==> config.mk <==
export PLATFORM = sky130hd
export DESIGN_NAME = dual_wheel_pid_duty_flat
export DESIGN_NICKNAME = d
export VERILOG_FILES = /design/src/dwp_pkg.sv /design/src/dwp_if.sv /design/src/dwp_mac.sv /design/src/dual_wheel_pid_duty.sv /design/src/flat_wrapper.sv
export SDC_FILE = /design/constraint.sdc
export NUM_CORES = 2
export LEC_CHECK = 0
export BUFFER_PORTS_ARGS = -buffer_cell sky130_fd_sc_hd__buf_2
export CAP_MARGIN = 10
export CORE_MARGIN = 1.5
export CORE_UTILIZATION = 55
export CTS_CLUSTER_SIZE = 40
export DETAILED_ROUTE_END_ITERATION = 8
export PLACE_DENSITY_LB_ADDON = 0.08
export SETUP_SLACK_MARGIN = 0.1
export SYNTH_ARGS = -nofsm -noshare
export SYNTH_HDL_FRONTEND = slang
export SYNTH_SLANG_ARGS = --single-unit
export TNS_END_PERCENT = 1
==> constraint.sdc <==
create_clock -name clk -period 10.72 [get_ports clk]
set_input_delay 0.536 -clock clk [delete_from_list [all_inputs] [get_ports clk]]
set_output_delay 0.536 -clock clk [all_outputs]
set_load 0.1 [all_outputs]
==> src/dwp_pkg.sv <==
// ----------------------------------------------------------------------------
// dwp_pkg: shared types and constants for the dual-wheel PID duty regulator
// Item formats, register indexes, reset values, sequencer states and the
// control bundle that drives the shared multiply-accumulate unit.
// ----------------------------------------------------------------------------
`default_nettype none

package dwp_pkg;

  // Default parameter values
  localparam int FRAC_BITS_DEF   = 16;
  localparam int COUNT_WIDTH_DEF = 16;

  // Fixed field widths
  localparam int TGT_W      = 8;
  localparam int BASE_W     = 16;
  localparam int COEF_W     = 16;
  localparam int ERR_W      = 16;
  localparam int DUTY_W     = 16;
  localparam int OPA_W      = ERR_W + 1;
  localparam int CFG_IDX_W  = 3;
  localparam int CFG_DATA_W = 16;

  // Configuration register indexes
  typedef enum logic [CFG_IDX_W-1:0] {
    CFG_TARGET     = 3'd0,
    CFG_LEFT_BASE  = 3'd1,
    CFG_RIGHT_BASE = 3'd2,
    CFG_PROP       = 3'd3,
    CFG_INTEG      = 3'd4,
    CFG_PREV       = 3'd5
  } cfg_idx_t;

  // Register reset values
  localparam logic [TGT_W-1:0]  TARGET_RST = 8'd8;
  localparam logic [BASE_W-1:0] BASE_RST   = 16'd5000;
  localparam logic [COEF_W-1:0] PROP_RST   = 16'd1966;
  localparam logic [COEF_W-1:0] INTEG_RST  = 16'd393;
  localparam logic [COEF_W-1:0] PREV_RST   = 16'd983;

  typedef struct packed {
    logic left_pulse;
    logic right_pulse;
    logic tick;
  } in_item_t;

  typedef struct packed {
    logic [DUTY_W-1:0] left_duty;
    logic [DUTY_W-1:0] right_duty;
    logic              updated;
  } out_item_t;

  // Shared unit control: issue a product, and restart the sum with it
  typedef struct packed {
    logic issue;
    logic clear;
  } mac_ctl_t;

  typedef enum logic [3:0] {
    S_IDLE,
    S_COUNT,
    S_ERR,
    S_MAC0,
    S_MAC1,
    S_MAC2,
    S_WAIT,
    S_CLAMP,
    S_DUTY0,
    S_DUTY1,
    S_DCAP0,
    S_DCAP1,
    S_DONE
  } state_t;

endpackage

`default_nettype wire

==> src/dwp_if.sv <==
// ----------------------------------------------------------------------------
// dwp_if: valid/ready channels of the dual-wheel PID duty regulator
// One channel carries pulse/tick items in, the other carries duty items out.
// ----------------------------------------------------------------------------
`default_nettype none

interface dwp_pulse_if;
  import dwp_pkg::*;
  logic     valid;
  logic     ready;
  in_item_t data;

  modport source (output valid, output data, input ready);
  modport sink   (input valid, input data, output ready);
endinterface

interface dwp_duty_if;
  import dwp_pkg::*;
  logic      valid;
  logic      ready;
  out_item_t data;

  modport source (output valid, output data, input ready);
  modport sink   (input valid, input data, output ready);
endinterface

`default_nettype wire

==> src/dwp_mac.sv <==
// ----------------------------------------------------------------------------
// dwp_mac: shared multiply-accumulate unit
// Signed product registered in stage one, accumulated in stage two. A result
// is in the accumulator once the last product has passed both stages.
// ----------------------------------------------------------------------------
`default_nettype none

module dwp_mac import dwp_pkg::*; #(
  parameter int OPB_W = 17
) (
  input  wire logic                          clk,
  input  wire logic                          rst,
  input  wire mac_ctl_t                      ctl,
  input  wire logic signed [OPA_W-1:0]       op_a,
  input  wire logic signed [OPB_W-1:0]       op_b,
  output logic signed [OPA_W+OPB_W+1:0]      acc
);

  localparam int PROD_W = OPA_W + OPB_W;
  localparam int ACC_W  = PROD_W + 2;

  logic signed [PROD_W-1:0] prod;
  mac_ctl_t                 prod_ctl;
  logic signed [ACC_W-1:0]  prod_ext;

  assign prod_ext = {{(ACC_W-PROD_W){prod[PROD_W-1]}}, prod};

  always_ff @(posedge clk) begin
    if (rst) begin
      prod_ctl <= '0;
    end else begin
      prod_ctl <= ctl;
    end
  end

  always_ff @(posedge clk) begin
    if (ctl.issue) begin
      prod <= op_a * op_b;
    end
  end

  always_ff @(posedge clk) begin
    if (rst) begin
      acc <= '0;
    end else if (prod_ctl.issue) begin
      acc <= (prod_ctl.clear ? '0 : acc) + prod_ext;
    end
  end

endmodule

`default_nettype wire

==> src/dual_wheel_pid_duty.sv <==
// Sequencing: an item without a tick goes straight from counting to the duty products;
//   a tick first updates the gains (two wheels, three products each, on one multiplier).
// Flow: one item at a time; the sequencer holds ready low until the result is in the
//   output register, which waits while the output is stalled.
// Reset: synchronous, active high; registers return to defaults, counters,
//   errors and sums clear, both gains return to one.
// ----------------------------------------------------------------------------
// dual_wheel_pid_duty: two-wheel incremental PID duty regulator
// Counts encoder pulses per wheel and, on a tick, updates each wheel's gain
// with one shared multiply-accumulate unit; every item then scales the base duties.
// ----------------------------------------------------------------------------
`default_nettype none

module dual_wheel_pid_duty import dwp_pkg::*; #(
  parameter int FRAC_BITS   = FRAC_BITS_DEF,
  parameter int COUNT_WIDTH = COUNT_WIDTH_DEF
) (
  input  wire logic                  clk,
  input  wire logic                  rst,
  dwp_pulse_if.sink                  pulse,
  dwp_duty_if.source                 duty,
  input  wire logic                  cfg_we,
  input  wire logic [CFG_IDX_W-1:0]  cfg_index,
  input  wire logic [CFG_DATA_W-1:0] cfg_data
);

  localparam int GAIN_W = FRAC_BITS + 1;
  localparam int OPB_W  = (FRAC_BITS + 2 > OPA_W) ? FRAC_BITS + 2 : OPA_W;
  localparam int ACC_W  = OPA_W + OPB_W + 2;
  localparam int DIFF_W = (COUNT_WIDTH + 1 > OPA_W) ? COUNT_WIDTH + 1 : OPA_W;

  localparam logic [GAIN_W-1:0]      GAIN_ONE  = {1'b1, {FRAC_BITS{1'b0}}};
  localparam logic [COUNT_WIDTH-1:0] COUNT_MAX = {1'b0, {(COUNT_WIDTH-1){1'b1}}};
  localparam logic signed [DIFF_W-1:0] ERR_MIN =
    {{(DIFF_W-ERR_W+1){1'b1}}, {(ERR_W-1){1'b0}}};
  localparam logic signed [ERR_W-1:0] ERR_LO = {1'b1, {(ERR_W-1){1'b0}}};
  localparam logic signed [ERR_W-1:0] ERR_HI = {1'b0, {(ERR_W-1){1'b1}}};

  // Configuration registers
  logic [TGT_W-1:0]  target;
  logic [BASE_W-1:0] base_l;
  logic [BASE_W-1:0] base_r;
  logic [COEF_W-1:0] kp;
  logic [COEF_W-1:0] ki;
  logic [COEF_W-1:0] kd;

  // Wheel state, index 0 left, 1 right
  logic [COUNT_WIDTH-1:0]    count    [2];
  logic signed [ERR_W-1:0]   last_err [2];
  logic signed [ERR_W-1:0]   err_sum  [2];
  logic [GAIN_W-1:0]         gain     [2];

  // Sequencer and item registers
  state_t                  state;
  state_t                  state_next;
  logic                    wheel;
  logic                    lp_q;
  logic                    rp_q;
  logic                    tick_q;
  logic signed [ERR_W-1:0] err_q;
  logic [DUTY_W-1:0]       duty_l;
  logic [DUTY_W-1:0]       duty_r;
  logic                    out_valid;
  out_item_t               out_data;
  logic                    out_free;

  // Shared unit
  mac_ctl_t                 mac_ctl;
  logic signed [OPA_W-1:0]  op_a;
  logic signed [OPB_W-1:0]  op_b;
  logic signed [ACC_W-1:0]  acc;

  // Update arithmetic
  logic signed [DIFF_W-1:0] diff;
  logic signed [ERR_W-1:0]  err_sat;
  logic signed [ERR_W:0]    sum_ext;
  logic signed [ERR_W-1:0]  sum_sat;
  logic signed [ACC_W:0]    gain_sum;
  logic [GAIN_W-1:0]        gain_new;

  assign pulse.ready = (state == S_IDLE);
  assign duty.valid  = out_valid;
  assign duty.data   = out_data;
  assign out_free    = !out_valid || duty.ready;

  // Configuration writes
  always_ff @(posedge clk) begin
    if (rst) begin
      target <= TARGET_RST;
      base_l <= BASE_RST;
      base_r <= BASE_RST;
      kp     <= PROP_RST;
      ki     <= INTEG_RST;
      kd     <= PREV_RST;
    end else if (cfg_we) begin
      case (cfg_index)
        CFG_TARGET:     target <= cfg_data[TGT_W-1:0];
        CFG_LEFT_BASE:  base_l <= cfg_data[BASE_W-1:0];
        CFG_RIGHT_BASE: base_r <= cfg_data[BASE_W-1:0];
        CFG_PROP:       kp     <= cfg_data[COEF_W-1:0];
        CFG_INTEG:      ki     <= cfg_data[COEF_W-1:0];
        CFG_PREV:       kd     <= cfg_data[COEF_W-1:0];
        default: ;
      endcase
    end
  end

  // Error of the selected wheel; the target is small, so only the low side saturates
  always_comb begin
    diff = $signed({{(DIFF_W-TGT_W){1'b0}}, target})
         - $signed({{(DIFF_W-COUNT_WIDTH){1'b0}}, count[wheel]});
    err_sat = (diff < ERR_MIN) ? ERR_LO : diff[ERR_W-1:0];
  end

  always_comb begin
    sum_ext = $signed({err_sum[wheel][ERR_W-1], err_sum[wheel]})
            + $signed({err_q[ERR_W-1], err_q});
    if (sum_ext[ERR_W] != sum_ext[ERR_W-1]) begin
      sum_sat = sum_ext[ERR_W] ? ERR_LO : ERR_HI;
    end else begin
      sum_sat = sum_ext[ERR_W-1:0];
    end
  end

  // Add the accumulated delta to the gain, clamp to [0, one]
  always_comb begin
    gain_sum = $signed({{(ACC_W+1-GAIN_W){1'b0}}, gain[wheel]})
             + $signed({acc[ACC_W-1], acc});
    if (gain_sum >= $signed({{(ACC_W+1-GAIN_W){1'b0}}, GAIN_ONE})) begin
      gain_new = GAIN_ONE;
    end else if (gain_sum[ACC_W] || gain_sum == '0) begin
      gain_new = '0;
    end else begin
      gain_new = gain_sum[GAIN_W-1:0];
    end
  end

  dwp_mac #(
    .OPB_W (OPB_W)
  ) u_mac (
    .clk  (clk),
    .rst  (rst),
    .ctl  (mac_ctl),
    .op_a (op_a),
    .op_b (op_b),
    .acc  (acc)
  );

  always_ff @(posedge clk) begin
    if (rst) begin
      state <= S_IDLE;
    end else begin
      state <= state_next;
    end
  end

  // Next state and shared unit operands
  always_comb begin
    state_next = state;
    mac_ctl    = '0;
    op_a       = '0;
    op_b       = '0;
    case (state)
      S_IDLE: begin
        if (pulse.valid) state_next = S_COUNT;
      end
      S_COUNT: begin
        state_next = tick_q ? S_ERR : S_DUTY0;
      end
      S_ERR: begin
        state_next = S_MAC0;
      end
      S_MAC0: begin
        mac_ctl    = '{issue: 1'b1, clear: 1'b1};
        op_a       = {err_q[ERR_W-1], err_q};
        op_b       = {{(OPB_W-COEF_W){1'b0}}, kp};
        state_next = S_MAC1;
      end
      S_MAC1: begin
        mac_ctl    = '{issue: 1'b1, clear: 1'b0};
        op_a       = {last_err[wheel][ERR_W-1], last_err[wheel]};
        op_b       = {{(OPB_W-COEF_W){1'b0}}, kd};
        state_next = S_MAC2;
      end
      S_MAC2: begin
        mac_ctl    = '{issue: 1'b1, clear: 1'b0};
        op_a       = {err_sum[wheel][ERR_W-1], err_sum[wheel]};
        op_b       = {{(OPB_W-COEF_W){1'b0}}, ki};
        state_next = S_WAIT;
      end
      S_WAIT: begin
        state_next = S_CLAMP;
      end
      S_CLAMP: begin
        state_next = wheel ? S_DUTY0 : S_ERR;
      end
      S_DUTY0: begin
        mac_ctl    = '{issue: 1'b1, clear: 1'b1};
        op_a       = {1'b0, base_l};
        op_b       = {{(OPB_W-GAIN_W){1'b0}}, gain[0]};
        state_next = S_DUTY1;
      end
      S_DUTY1: begin
        mac_ctl    = '{issue: 1'b1, clear: 1'b1};
        op_a       = {1'b0, base_r};
        op_b       = {{(OPB_W-GAIN_W){1'b0}}, gain[1]};
        state_next = S_DCAP0;
      end
      S_DCAP0: begin
        state_next = S_DCAP1;
      end
      S_DCAP1: begin
        state_next = S_DONE;
      end
      S_DONE: begin
        if (out_free) state_next = S_IDLE;
      end
      default: begin
        state_next = S_IDLE;
      end
    endcase
  end

  // Wheel state
  always_ff @(posedge clk) begin
    if (rst) begin
      for (int i = 0; i < 2; i++) begin
        count[i]    <= '0;
        last_err[i] <= '0;
        err_sum[i]  <= '0;
        gain[i]     <= GAIN_ONE;
      end
    end else begin
      if (state == S_COUNT) begin
        if (lp_q && count[0] != COUNT_MAX) count[0] <= count[0] + 1'b1;
        if (rp_q && count[1] != COUNT_MAX) count[1] <= count[1] + 1'b1;
      end
      if (state == S_CLAMP) begin
        gain[wheel]     <= gain_new;
        count[wheel]    <= '0;
        last_err[wheel] <= err_q;
        err_sum[wheel]  <= sum_sat;
      end
    end
  end

  // Item, sequencing and result registers
  always_ff @(posedge clk) begin
    if (rst) begin
      wheel     <= 1'b0;
      tick_q    <= 1'b0;
      lp_q      <= 1'b0;
      rp_q      <= 1'b0;
      out_valid <= 1'b0;
    end else begin
      if (pulse.valid && pulse.ready) begin
        lp_q   <= pulse.data.left_pulse;
        rp_q   <= pulse.data.right_pulse;
        tick_q <= pulse.data.tick;
        wheel  <= 1'b0;
      end
      if (state == S_CLAMP) wheel <= 1'b1;
      if (state == S_DONE && out_free) begin
        out_valid <= 1'b1;
      end else if (duty.ready) begin
        out_valid <= 1'b0;
      end
    end
  end

  always_ff @(posedge clk) begin
    if (state == S_ERR) err_q <= err_sat;
    if (state == S_DCAP0) duty_l <= acc[FRAC_BITS +: DUTY_W];
    if (state == S_DCAP1) duty_r <= acc[FRAC_BITS +: DUTY_W];
    if (state == S_DONE && out_free) begin
      out_data <= '{left_duty: duty_l, right_duty: duty_r, updated: tick_q};
    end
  end

endmodule

`default_nettype wire

==> src/flat_wrapper.sv <==
// flat-port wrapper written by rule: the top's interface ports become plain ports
module dual_wheel_pid_duty_flat import dwp_pkg::*;
#(
  parameter int FRAC_BITS   = FRAC_BITS_DEF,
  parameter int COUNT_WIDTH = COUNT_WIDTH_DEF
)
  (clk, rst, cfg_we, cfg_index, cfg_data, pulse_valid, pulse_data, pulse_ready, duty_valid, duty_data, duty_ready);
  dwp_pulse_if pulse_i ();
  dwp_duty_if duty_i ();
  input  wire logic clk;
  input  wire logic rst;
  input  wire logic cfg_we;
  input  wire logic [CFG_IDX_W-1:0] cfg_index;
  input  wire logic [CFG_DATA_W-1:0] cfg_data;
  input wire logic [$bits(pulse_i.valid)-1:0] pulse_valid;
  input wire logic [$bits(pulse_i.data)-1:0] pulse_data;
  output wire logic [$bits(pulse_i.ready)-1:0] pulse_ready;
  output wire logic [$bits(duty_i.valid)-1:0] duty_valid;
  output wire logic [$bits(duty_i.data)-1:0] duty_data;
  input wire logic [$bits(duty_i.ready)-1:0] duty_ready;
  assign pulse_i.valid = pulse_valid;
  assign pulse_i.data = pulse_data;
  assign pulse_ready = pulse_i.ready;
  assign duty_valid = duty_i.valid;
  assign duty_data = duty_i.data;
  assign duty_i.ready = duty_ready;
  dual_wheel_pid_duty #(.FRAC_BITS(FRAC_BITS), .COUNT_WIDTH(COUNT_WIDTH)) u_core (.clk(clk), .rst(rst), .pulse(pulse_i), .duty(duty_i), .cfg_we(cfg_we), .cfg_index(cfg_index), .cfg_data(cfg_data));
endmodule
**Word-level counts from Yosys, hierarchy flattened**

Memory sizes are Yosys's and may differ from the RTL's. A register that Yosys moved wholly into a read port is not among the register bits.
Cells that the tools add are included.

- Bits in writable memories: 130
- Flip-flop bits (word level): 252
- Memories kept: 4
- Bits of input ports: 27

- $add $sub $neg: 6
- Multipliers: 1
- Multiplexer cells: 52
- Reduce and logical (&&, ||, !) cells: 25
- Bitwise operators: 2
- Magnitude comparators: 2
- Eq/ne operators: 22

Memories:

| name | words | width | rd ports | clocked after Yosys merged registers in | wr ports | RTL line | RTL |
|---|---|---|---|---|---|---|---|
| u_core.gain | 2 | 17 | 3 | 1 | 2 | dual_wheel_pid_duty.sv:51 | `logic [GAIN_W-1:0] gain [2];` |
| u_core.count | 2 | 16 | 3 | 1 | 2 | dual_wheel_pid_duty.sv:48 | `logic [COUNT_WIDTH-1:0] count [2];` |
| u_core.err_sum | 2 | 16 | 1 | 1 | 2 | dual_wheel_pid_duty.sv:50 | `logic signed [ERR_W-1:0] err_sum [2];` |
| u_core.last_err | 2 | 16 | 1 | 1 | 2 | dual_wheel_pid_duty.sv:49 | `logic signed [ERR_W-1:0] last_err [2];` |

Operators with widths:

| operator | number |
|---|---|
| $pmux W17 S5 | 2 |
| $mux W16 | 7 |
| $pmux W4 S13 | 1 |
| $mux W17 | 3 |
| $reduce_or A16 Y1 | 3 |
| $add A18 B37 Y38 | 1 |
| $ge A38 B18 Y1 const B | 1 |
| $logic_not A38 Y1 | 1 |
| $add A37 B37 Y37 | 1 |
| $mux W37 | 1 |
| $mul A17 B18 Y35 | 1 |
| $mux W1 | 33 |
| $add A16 B1 Y16 const B | 2 |
| $ne A16 B15 Y1 const B | 2 |
| $eq A4 B4 Y1 const B | 5 |
| $add A16 B16 Y17 | 1 |
| $lt A17 B16 Y1 const B | 1 |
| $reduce_or A17 Y1 | 1 |
| $sub A8 B16 Y17 | 1 |
| $eq A4 B3 Y1 const B | 4 |
| $mux W4 | 4 |
| $reduce_and A2 Y1 | 7 |
| $eq A4 B2 Y1 const B | 2 |
| $eq A3 B2 Y1 const B | 2 |
| other kinds (16) | 23 |

**Logic depth before layout (Yosys ltp)**

An unclocked memory read counts as a cell.

- Word-level depth: 9
- Gate-level depth with buffers: 32
- Gate-level depth less buffers: 29

**By module**

A second synthesis with hierarchy kept.

- Cell total of the unflattened synthesis: 3363
- Area, all modules: 32139.6 um^2

Modules (own cells, without submodules):

| module | area an instance (um^2) | cells each | seq. area each (um^2) | instances |
|---|---|---|---|---|
| dual_wheel_pid_duty | 16245.6 | 1643 | 7977.7 | 1 |
| dwp_mac | 15894.0 | 1720 | 1831.8 | 1 |

**Worst setup path before layout**

No wires, ideal clock.

- Kind: register -> register
- Start: reg with a tool-made name
- End: reg u_core.u_mac.prod[33] (data pin)
- Arrival time: 8.453 ns
- Path slack: 2.001 ns
- Period minus slack after synthesis: 8.719 ns
- Buffers on the path: 4
- Cell stages (with the launch flop): 30
- Setup time: 0.266 ns
- Cell sequence: dfxtp_1 clkbuf_1 clkbuf_1 buf_1 mux2i_1 o221ai_1 a221oi_1 clkbuf_1 nor2_1 fa_1 inv_1 fa_1 fa_1 inv_1 fa_1 fa_1 inv_1 fa_1 inv_1 ha_1 a21o_1 a21o_1 a2111oi_0 a31oi_1 a211oi_1 o21bai_1 a221oi_1 o21ai_1 o41ai_1 xnor2_1

RTL lines:

| element | RTL line | RTL |
|---|---|---|
| end signal: assignment | dwp_mac.sv:38 | `prod <= op_a * op_b;` |
| end: declaration | dwp_mac.sv:22 | `logic signed [PROD_W-1:0] prod;` |

**Worst setup path in the final report**

- Start: reg u_core.state[3]
- End: reg u_core.u_mac.prod[33] (data pin)

- Longest elaborated chain between the ends: 3
- Elaborated cells on any way between the ends: 8
- Classes of those cells: mul: 1; eq/ne: 5; mux: 2

RTL lines:

| element | RTL line | RTL |
|---|---|---|
| start: declaration | dual_wheel_pid_duty.sv:54 | `state_t state;` |
| start signal: assignment | dual_wheel_pid_duty.sv:153 | `state <= state_next;` |
| $eq A4 B4 Y1 (tied with other cells) | dual_wheel_pid_duty.sv:163 | `case (state)` |
| $pmux W17 S5 | dual_wheel_pid_duty.sv:163 |  |
| $mul A17 B18 Y35 * | dwp_mac.sv:38 |  |

Every way passes the cells marked *; elsewhere a longest branch is shown, timed or not.
A chain may end at the register's enable or synchronous reset.

==> impl_metrics.csv <==
group,metric,value,unit
timing,setup-tns-final,0,ps
route,post_drt_via_cell_ratio,6.12,
min_path,min-delay-start,"pulse_data[2]",
timing,hold_violations,0,
place,place_area,30700,um2
die,die_w,236,um
place,portBuffers,61,
timing,finClkSkew,23.1,ps
synthesis,yosysSeqAreaShare,0.329,
synthesis,syn-num-nets,3714,
setup_path,end_kind,"register",
global_route,antenna_found_initial,0,
route,finalWirelength,91.6,mm
die,io_pins,62,
setup_path,reg2reg_to,"u_core.u_mac.prod[33]",
die,core,53700,um2
clock_network,cts_tree,"done",
setup_path,rr_worst_depth,25,
synthesis,synth-seq-cells,383,
run_status,status,"finished clean",
route,vias,24300,
timing,setup_slack,963,ps
synthesis,yosysTopAreaCell,"edfxtp_1",
route,first_pass_iters,6,
flow_run,cap_violations,0,
timing,worst_slew_margin_rel,0.111,
clock_network,post_cts_resize_count,0,
layout,design_area,32200,um2
min_path,hp-class,"in2reg",
layout,layout_commonest_cell,"nand2_1",
route,dr.first_iter.drc_count,2891,
route,drc,0,
clock_network,hold_buffers,0,
global_route,grt.overflow.total,0,
min_path,holdPathEnd,"u_core.lp_q",
global_route,grt_pass1_vias,23600,
setup_path,path_buf_inv,3,
synthesis,yosys_warnings,0,
min_path,holdPathStages,3,
route,wl_per_cell,23.0,um
layout,diodes,0,
synthesis,synthTopCellsByArea,"edfxtp_1 22%, fa_1 15%, dfxtp_1 11%",
timing,final_max_slew_viol_count,0,
global_route,grt_use_total,0.331,
timing,rsz0062_at_grt,"no",
timing,period_needed,9760,ps
synthesis,postSynthCellCount,3254,
die,dieArea,55600,um2
power,p_per_area,125,nW/um2
power,ir_drop,0.143,mV
place,dp_slack,1050,ps
setup_path,cp_top_family,"adder cells",
timing,tightest_slew,1330,ps
timing,setup_viol,0,
synthesis,yosys_most_used_dff,"edfxtp_1",
layout,area_growth,8.14,%
global_route,grt_pass1_wl,141,mm
setup_path,crit_top_cell,"fa_1",
place,gp_congestion,1.05,
timing,fin_crit_sh,0.910,
timing,max_freq,102,MHz
route,ant_nets,0,
synthesis,synth.cell_area,29800,um2
setup_path,worstPathMaxFanout,21,
die,rows,85,
setup_path,cpMaxStageDelayCell,"dfxtp_1",
clock_network,clk-insertion-delay-late,590,ps
power,p_total,4.04,mW
layout,drive_gt1_frac,0.0845,
clock_network,cts_root_buf,"clkbuf_16",
synthesis,synthArstFlopShare,0,
setup_path,r2r_start,"u_core.state[3]",
global_route,grt_max_degree,84,
setup_path,setup.worst_path.class,"reg2reg",
setup_path,r2r_slack,960,ps
power,p_leak,13.9,nW
die,start_util,0.555,
clock_network,cts_sinks,383,
setup_path,cp-start-kind,"register",
die,die_h,236,um
setup_path,cpPeakStageDelay,780,ps
synthesis,synth_cell_types,85,
clock_network,post_cts_buffers,0,
place,dpl.hpwl,70.4,mm
clock_network,path_clk_slew,60,ps
setup_path,cp.arrival,10070,ps
synthesis,syn_area_per_cell,9.16,um2
synthesis,synth_top_area_frac,0.216,
clock_network,h-tree-depth,2,
setup_path,cp.required,11040,ps
clock_network,cts-buffers-inserted,43,
layout,nets,3702,
clock_network,ctsLongestPathBuffers,3,
synthesis,synth-edff-count,214,
layout,final_cell_mix,"462 x nand2_1, 330 x nor2_1, 324 x inv_1",
## cell usage after synthesis (9+ instances only)
cell type  count
o21ba_2       15
mux2i_1       57
and4_1        18
clkbuf_1     131
nand4_1       46
o31ai_1        9
xnor2_1       52
a22oi_1       33
nor2b_1       57
a21oi_1      202
or3_1         14
nor2_1       335
ha_1         205
nand2_1      463
o21ai_0       71
nor3_1        46
o21bai_1      20
o21a_1        20
a211oi_1      12
fa_1         228
nor4_1        37
and3_1        21
nand3_1       77
and2_1        41
inv_1        324
a21o_1        39
a221oi_1      11
edfxtp_1     214
xor2_1        47
nand3b_1      12
a31oi_1        9
nand2b_1      23
dfxtp_1      169
buf_1         13
or2_2         17
mux2_2        36
## state kept, by name (all words and copies together) (netlist names), 32 cells and up, named ones only
register / cells
u_core.count: 32
u_core.err_sum: 32
u_core.duty.data: 33
u_core.last_err: 32
u_core.gain: 34
u_core.u_mac.prod: 35
u_core.u_mac.acc: 37
## per-stage QoR
step | util | cells | hold slack, ps
final | 0.600 | 3973 | 193
after global placement | 0.572 | 3892 | 401
after CTS | 0.600 | 3972 | 176
after global routing | 0.600 | 3973 | 199
after floorplan | - | 3254 | 400
after detailed placement | 0.572 | 3892 | 405
## report_power, final
group          internal [mW]  switching [mW]
combinational          0.261           0.521
clock                  0.913           0.636
sequential              1.62          0.0839
total                   2.80            1.24
## cells by family after synthesis
group	share of synthesized area
AOI/OAI and AO/OA	0.117
buffers and inverters	0.0621
and+or+nand+nor	0.191
adders and majority gates	0.239
DFF	0.329
xor gates and xnor gates	0.0291
muxes	0.0327
## per-layer routing
metal,routed length [um],global-route usage,vias up
met4,2880,0.0993,0
li1,-,-,11000
met5,0,0,-
met1,39400,0.468,12000
met2,41300,0.524,1156
met3,7980,0.0555,182
## layout make-up
| cell class | count | area (um2) |
|---|---|---|
| Clock inverter | 20 | 224 |
| Clock buffer | 60 | 1280 |
| Multi-Input combinational cell | 2388 | 18200 |
| Tap cell | 696 | 871 |
| Timing Repair Buffer | 99 | 593 |
| Fill cell | 4666 | 21500 |
| Sequential cell | 383 | 9810 |
| Inverter | 327 | 1230 |
## how the worst max path moves through the flow
stage / startpoint / to / slack [ps] / cells after the start
after CTS: u_core.state[3] / u_core.u_mac.prod[33] / 1000 / 27
after floorplan: register / u_core.u_mac.prod[33] / 2000 / 29
after detailed placement: u_core.state[3] / u_core.u_mac.prod[33] / 1050 / 27
final: u_core.state[3] / u_core.u_mac.prod[33] / 960 / 25
after global routing: u_core.state[3] / u_core.u_mac.prod[33] / 400 / 27
after global placement: u_core.state[3] / u_core.u_mac.prod[33] / 1410 / 27
## tightest hold or removal path, cell delays in order
cell and delay (ps):
buf_2 80, mux2i_1 50, nor2_1 70
Power figures use the tool's default switching activity.
